### src/rtl/priority_bitmap_ready_queue_defines.svh
// ----------------------------------------------------------------------------
// priority_bitmap_ready_queue_defines.svh
// assertion macros used by the ready queue controller
// ----------------------------------------------------------------------------
`ifndef PRIORITY_BITMAP_READY_QUEUE_DEFINES_SVH
`define PRIORITY_BITMAP_READY_QUEUE_DEFINES_SVH

// same-cycle implication
`define PBRQ_ASSERT_IMPLY(label, clk, rst, pre, post) \
   label: assert property (@(posedge clk) disable iff (rst) (pre) |-> (post)) \
      else $error("pbrq: same-cycle check failed");

// next-cycle implication
`define PBRQ_ASSERT_NEXT(label, clk, rst, pre, post) \
   label: assert property (@(posedge clk) disable iff (rst) (pre) |=> (post)) \
      else $error("pbrq: next-cycle check failed");

`endif

### src/rtl/pbrq_pkg.sv
// ----------------------------------------------------------------------------
// pbrq_pkg
// types, constants and helpers of the priority bitmap ready queue
// ----------------------------------------------------------------------------
package pbrq_pkg;

   // field widths
   localparam int CMD_W       = 2;
   localparam int THREAD_ID_W = 6;
   localparam int PRIO_W      = 8;
   localparam int STATUS_W    = 2;

   // default sizes
   localparam int DEF_NUM_PRIOS   = 256;
   localparam int DEF_NUM_THREADS = 64;

   // second bitmap level: one word of priorities per group
   localparam int PRIOS_PER_GROUP = 32;
   localparam int GROUP_SHIFT     = 5;

   // command decode
   localparam logic [CMD_W-1:0] CMD_ENQ_HEAD   = 2'd1;
   localparam int               CMD_CHOOSE_BIT = 1;

   // result status codes
   typedef enum logic [STATUS_W-1:0] {
      STATUS_ENQUEUED = 2'd0,
      STATUS_REJECTED = 2'd1,
      STATUS_CHOSE    = 2'd2,
      STATUS_KEPT     = 2'd3
   } status_type;

   // controller to datapath commands
   typedef struct packed {
      logic       load;
      logic       enq_first;
      logic       enq_link;
      logic       find_group;
      logic       find_prio;
      logic       pop;
      logic       advance;
      logic       rsp_en;
      status_type rsp_code;
   } ctrl_type;

   // datapath to controller status
   typedef struct packed {
      logic tid_ready;
      logic prio_nonempty;
      logic group_any;
      logic keep_current;
      logic head_is_tail;
   } stat_type;

   // index of the highest set bit of one bitmap word
   function automatic logic [GROUP_SHIFT-1:0] top_bit32(
      input logic [PRIOS_PER_GROUP-1:0] v
   );
      logic [GROUP_SHIFT-1:0] n;
      n = '0;
      for (int i = 0; i < PRIOS_PER_GROUP; i++) begin
         if (v[i]) n = GROUP_SHIFT'(i);
      end
      return n;
   endfunction

endpackage

### src/rtl/pbrq_ctrl.sv
// ----------------------------------------------------------------------------
// pbrq_ctrl
// command sequencer of the ready queue: enqueue and choose steps
// ----------------------------------------------------------------------------
`include "priority_bitmap_ready_queue_defines.svh"

module pbrq_ctrl (
   input  logic                      clock,
   input  logic                      reset,
   input  logic                      start,
   input  logic [pbrq_pkg::CMD_W-1:0] command,
   input  pbrq_pkg::stat_type        stat,
   output pbrq_pkg::ctrl_type        ctrl,
   output logic                      busy
);

   import pbrq_pkg::*;

   typedef enum logic [2:0] {
      ST_IDLE,
      ST_LOOKUP,
      ST_LINK,
      ST_GROUP,
      ST_PRIO,
      ST_DECIDE,
      ST_POP,
      ST_ADVANCE
   } state_type;

   state_type state_ff, state_in;
   logic      busy_ff;

   // next state and datapath commands
   always_comb begin
      state_in = state_ff;
      ctrl     = '0;
      ctrl.rsp_code = STATUS_ENQUEUED;
      unique case (state_ff)
         ST_IDLE: begin
            if (start) begin
               ctrl.load = 1'b1;
               state_in  = command[CMD_CHOOSE_BIT] ? ST_GROUP : ST_LOOKUP;
            end
         end
         ST_LOOKUP: begin
            priority if (stat.tid_ready) begin
               ctrl.rsp_en   = 1'b1;
               ctrl.rsp_code = STATUS_REJECTED;
               state_in      = ST_IDLE;
            end else if (!stat.prio_nonempty) begin
               ctrl.enq_first = 1'b1;
               ctrl.rsp_en    = 1'b1;
               ctrl.rsp_code  = STATUS_ENQUEUED;
               state_in       = ST_IDLE;
            end else begin
               state_in = ST_LINK;
            end
         end
         ST_LINK: begin
            ctrl.enq_link = 1'b1;
            ctrl.rsp_en   = 1'b1;
            ctrl.rsp_code = STATUS_ENQUEUED;
            state_in      = ST_IDLE;
         end
         ST_GROUP: begin
            if (!stat.group_any) begin
               ctrl.rsp_en   = 1'b1;
               ctrl.rsp_code = STATUS_KEPT;
               state_in      = ST_IDLE;
            end else begin
               ctrl.find_group = 1'b1;
               state_in        = ST_PRIO;
            end
         end
         ST_PRIO: begin
            ctrl.find_prio = 1'b1;
            state_in       = ST_DECIDE;
         end
         ST_DECIDE: begin
            if (stat.keep_current) begin
               ctrl.rsp_en   = 1'b1;
               ctrl.rsp_code = STATUS_KEPT;
               state_in      = ST_IDLE;
            end else begin
               state_in = ST_POP;
            end
         end
         ST_POP: begin
            ctrl.pop = 1'b1;
            if (stat.head_is_tail) begin
               ctrl.rsp_en   = 1'b1;
               ctrl.rsp_code = STATUS_CHOSE;
               state_in      = ST_IDLE;
            end else begin
               state_in = ST_ADVANCE;
            end
         end
         ST_ADVANCE: begin
            ctrl.advance  = 1'b1;
            ctrl.rsp_en   = 1'b1;
            ctrl.rsp_code = STATUS_CHOSE;
            state_in      = ST_IDLE;
         end
         default: begin
            state_in = ST_IDLE;
         end
      endcase
   end

   // state and busy flag
   always_ff @(posedge clock) begin
      if (reset) begin
         state_ff <= ST_IDLE;
         busy_ff  <= 1'b0;
      end else begin
         state_ff <= state_in;
         busy_ff  <= (state_in != ST_IDLE);
      end
   end

   assign busy = busy_ff;

   // checks
   `PBRQ_ASSERT_NEXT(a_accept_busy, clock, reset, start && !busy_ff, busy_ff)
   `PBRQ_ASSERT_NEXT(a_rsp_frees, clock, reset, ctrl.rsp_en, !busy_ff)
   `PBRQ_ASSERT_IMPLY(a_pop_nonempty, clock, reset, ctrl.pop, stat.group_any)
   `PBRQ_ASSERT_IMPLY(a_first_not_ready, clock, reset, ctrl.enq_first, !stat.tid_ready)

endmodule

### config.mk
export PLATFORM = sky130hd
export DESIGN_NAME = pbrq_ctrl
export DESIGN_NICKNAME = d
export VERILOG_FILES = /design/src/rtl/pbrq_pkg.sv /design/src/rtl/pbrq_ctrl.sv
export VERILOG_INCLUDE_DIRS = /design/src /design/src/rtl
export SDC_FILE = /design/constraint.sdc
export NUM_CORES = 1
export LEC_CHECK = 0
export ABC_CLOCK_PERIOD_IN_PS = 2500
export BUFFER_PORTS_ARGS = -buffer_cell sky130_fd_sc_hd__buf_2
export CAP_MARGIN = 10
export CORE_UTILIZATION = 26
export CTS_CLUSTER_SIZE = 40
export DETAILED_ROUTE_END_ITERATION = 16
export SYNTH_ARGS = -nofsm -noshare
export SYNTH_HDL_FRONTEND = slang
export SYNTH_SLANG_ARGS = --single-unit
export TNS_END_PERCENT = 1
### constraint.sdc
create_clock -name clock -period 2.5 [get_ports clock]
set_input_delay 0.5 -clock clock [delete_from_list [all_inputs] [get_ports clock]]
set_output_delay 0.5 -clock clock [all_outputs]
set_load 0.1 [all_outputs]
==> results.cfg <==
[floorplan]
core-area_um2 = 1186
fp.dieW_um = 38.78
io_pins = 21
dieArea_um2 = 1504
start_util = 0.2964
rows = 12
die_y_um = 38.78

[cells_and_area]
drive_gt1_frac = 0.3881
diodes = 0
fillCellCount = 128
design_area_um2 = 470.5
final_nets = 79
area_delta_synth_final_pct = 33.81

[sta]
drv_slew = 0
worst_pin_slew_ns = 0.4780
slew_headroom = 0.6809
timing.final.crit_share = 0.9246
fin_setup_tns_ns = 0
setup_viol = 0
skew_ns = 0.003432
hold_violations = 0
fmax_ghz = 0.4326
rsz0062_at_grt = no
fin_crit_ns = 2.311

[cts]
clkSinkCount = 4
clk_pin_slew_ns = 0.04
clock_latency_ns = 0.23
post_cts_buffers = 0
cts_repair_resize_count = 0
clockBufferDepth = 2
cts_buffers = 3
cts_hold_buf = 0
clock-root-buffer = clkbuf_4
cts_max_level = 1
cts_tree = done

[yosys]
synthTopCellsByArea = dfxtp_1 (23%), nor2_1 (9.6%), nand2b_1 (7.1%), buf_6 (6.4%), a211o_1 (5.0%)
synth_compound_area_frac = 0.2918
synth_seq_area_share = 0.2278
syn_inst = 48
synth-simple-area-share = 0.3488
ys_ff_latch = 4
synthAdderAreaFrac = 0
ys.warnings.count = 0
syn_nets = 58
ys_types = 25
synth_area_leader_cell = dfxtp_1
synthXorXnorAreaFrac = 0
syn_area_per_cell_um2 = 7.325
synth_top_family_by_area = simple AND/OR/NAND/NOR gates
syn-cell-area_um2 = 351.6
synth_top_area_frac = 0.2278
synthMuxAreaShare = 0.02847

[flow_run]
max-cap-violations = 0

[worst_hold_path]
holdPathStages = 2
hold_start = reset
min_to = state_ff[0]
worstHoldPathType = primary input to flop

[worst_setup_path]
r2r_end = busy
crit_type = flop to output pin
start_kind = flop
reg2regPathDepth = 4
crit_required_ns = 2.00
ff2ff_setup_slack_ns = 1.04
rr_startpoint = state_ff[2]
crit_path_end_kind = output pin
critPathArrivalTime_ns = 1.81
critPathMaxFanout = 13

[route]
firstDrtPassIters = 4
wl_met3_um = 18
antenna_left = 0
drtIter0Drc = 11
routed.top_layer = met3
wl_met1_um = 391
routed-wl-met2_um = 411
wire_per_inst_um = 10.14
vias = 378
via_per_inst = 4.667
routed_wl_um = 821
drc = 0

[global_route]
grt_max_degree = 14
grt_pass1_vias = 332
track_usage = 0.1188
grt_pass1_wl_um = 1235
grt.overflow.total = 0
antenna_found_initial = 0

[outcome]
outcome = finished, final reports clean

[place]
portBuffers = 19
postPlaceCellArea_um2 = 447.9
gp_congestion = 0.6910
place_hpwl_um = 637.9
[synth_stat cells (all sizes together)]
cell type  number
o21a            2
buf             3
dfxtp           4
a211oi          2
and2            2
a22oi           1
mux2i           1
o21bai          1
clkinv          1
and4            1
or2b            1
o21ai           3
a211o           2
inv             1
nand3           1
o32ai           1
nand2           4
nor2            9
nor3            2
a21o            1
nand2b          4
a21oi           1
[worst max-delay path by stage]
stage / depth (start not counted) / slack (ns) / to / from
floorplan: 4 / 0.06 / ctrl[2] / stat[2]
global placement: 5 / 0.47 / ctrl[2] / state_ff[2]
detailed placement: 5 / 0.45 / ctrl[2] / state_ff[2]
CTS: 5 / 0.19 / ctrl[2] / state_ff[2]
global route: 5 / 0.1 / ctrl[2] / state_ff[2]
finish: 5 / 0.19 / ctrl[2] / state_ff[2]
[flip-flops by register name, indices dropped and copies added (netlist names)]
register and cells:
state_ff 3, busy 1
[per-stage QoR]
| stage | hold slack (ns) | instances | util | setup slack [ns] |
|---|---|---|---|---|
| after floorplan | 0.5843 | 48 | - | 0.05765 |
| after global placement | 0.7146 | 78 | 0.3776 | 0.4669 |
| after detailed placement | 0.7157 | 78 | 0.3776 | 0.4497 |
| after CTS | 0.4672 | 81 | 0.3966 | 0.1856 |
| after global routing | 0.4833 | 81 | 0.3966 | 0.09661 |
| final | 0.4768 | 81 | 0.3966 | 0.1885 |
[cells in the final DEF, fill, tap and decap left out]
cell type	count
o21ai_2	1
a211o_1	2
mux2i_1	1
clkinv_2	1
nor3_1	1
o21a_1	2
nor3_2	1
or2b_1	1
nand2b_1	4
o21bai_1	1
buf_2	19
a22oi_1	1
nor2_1	9
o32ai_1	1
nand3_1	1
a21oi_1	1
a211oi_1	2
o21ai_0	1
and4_1	1
and2_1	2
o21ai_4	1
nand2_1	4
dfxtp_1	4
a21o_1	1
inv_1	1
clkbuf_4	3
[critical path: stages (launching register included)]
cell and delay, ns:
dfxtp_1 0.61, nand2b_1 0.19, a22oi_1 0.11, o21ai_4 0.17, a21o_1 0.09, buf_2 0.41
[per-layer routing]
layer / GRT usage / vias to the layer above
li1: - / 205
met1: 0.1365 / 164
met2: 0.2000 / 9
met3: 0.01734 / 0
met4: 0.07759 / 0
met5: 0 / -
[area by class of cell]
| cell class | instances | area, um2 | area share |
|---|---|---|---|
| Multi-Input combinational cell | 39 | 246.5 | 0.5239 |
| Timing Repair Buffer | 19 | 95.09 | 0.2021 |
| Sequential cell | 4 | 80.08 | 0.1702 |
| Clock buffer | 3 | 22.52 | 0.04787 |
| Tap cell | 14 | 17.52 | 0.03723 |
| Inverter | 2 | 8.758 | 0.01862 |
[cell families after synthesis]
kind of cell           after synthesis
multiplexers                         1
buffers and inverters                5
AO/OA/AOI/OAI                       14
AND/OR/NAND/NOR                     24
flip-flops                           4
Power is left out: the tool's default activity adds up to more than one toggle a clock period on the data nets, which glitch-free logic cannot reach.
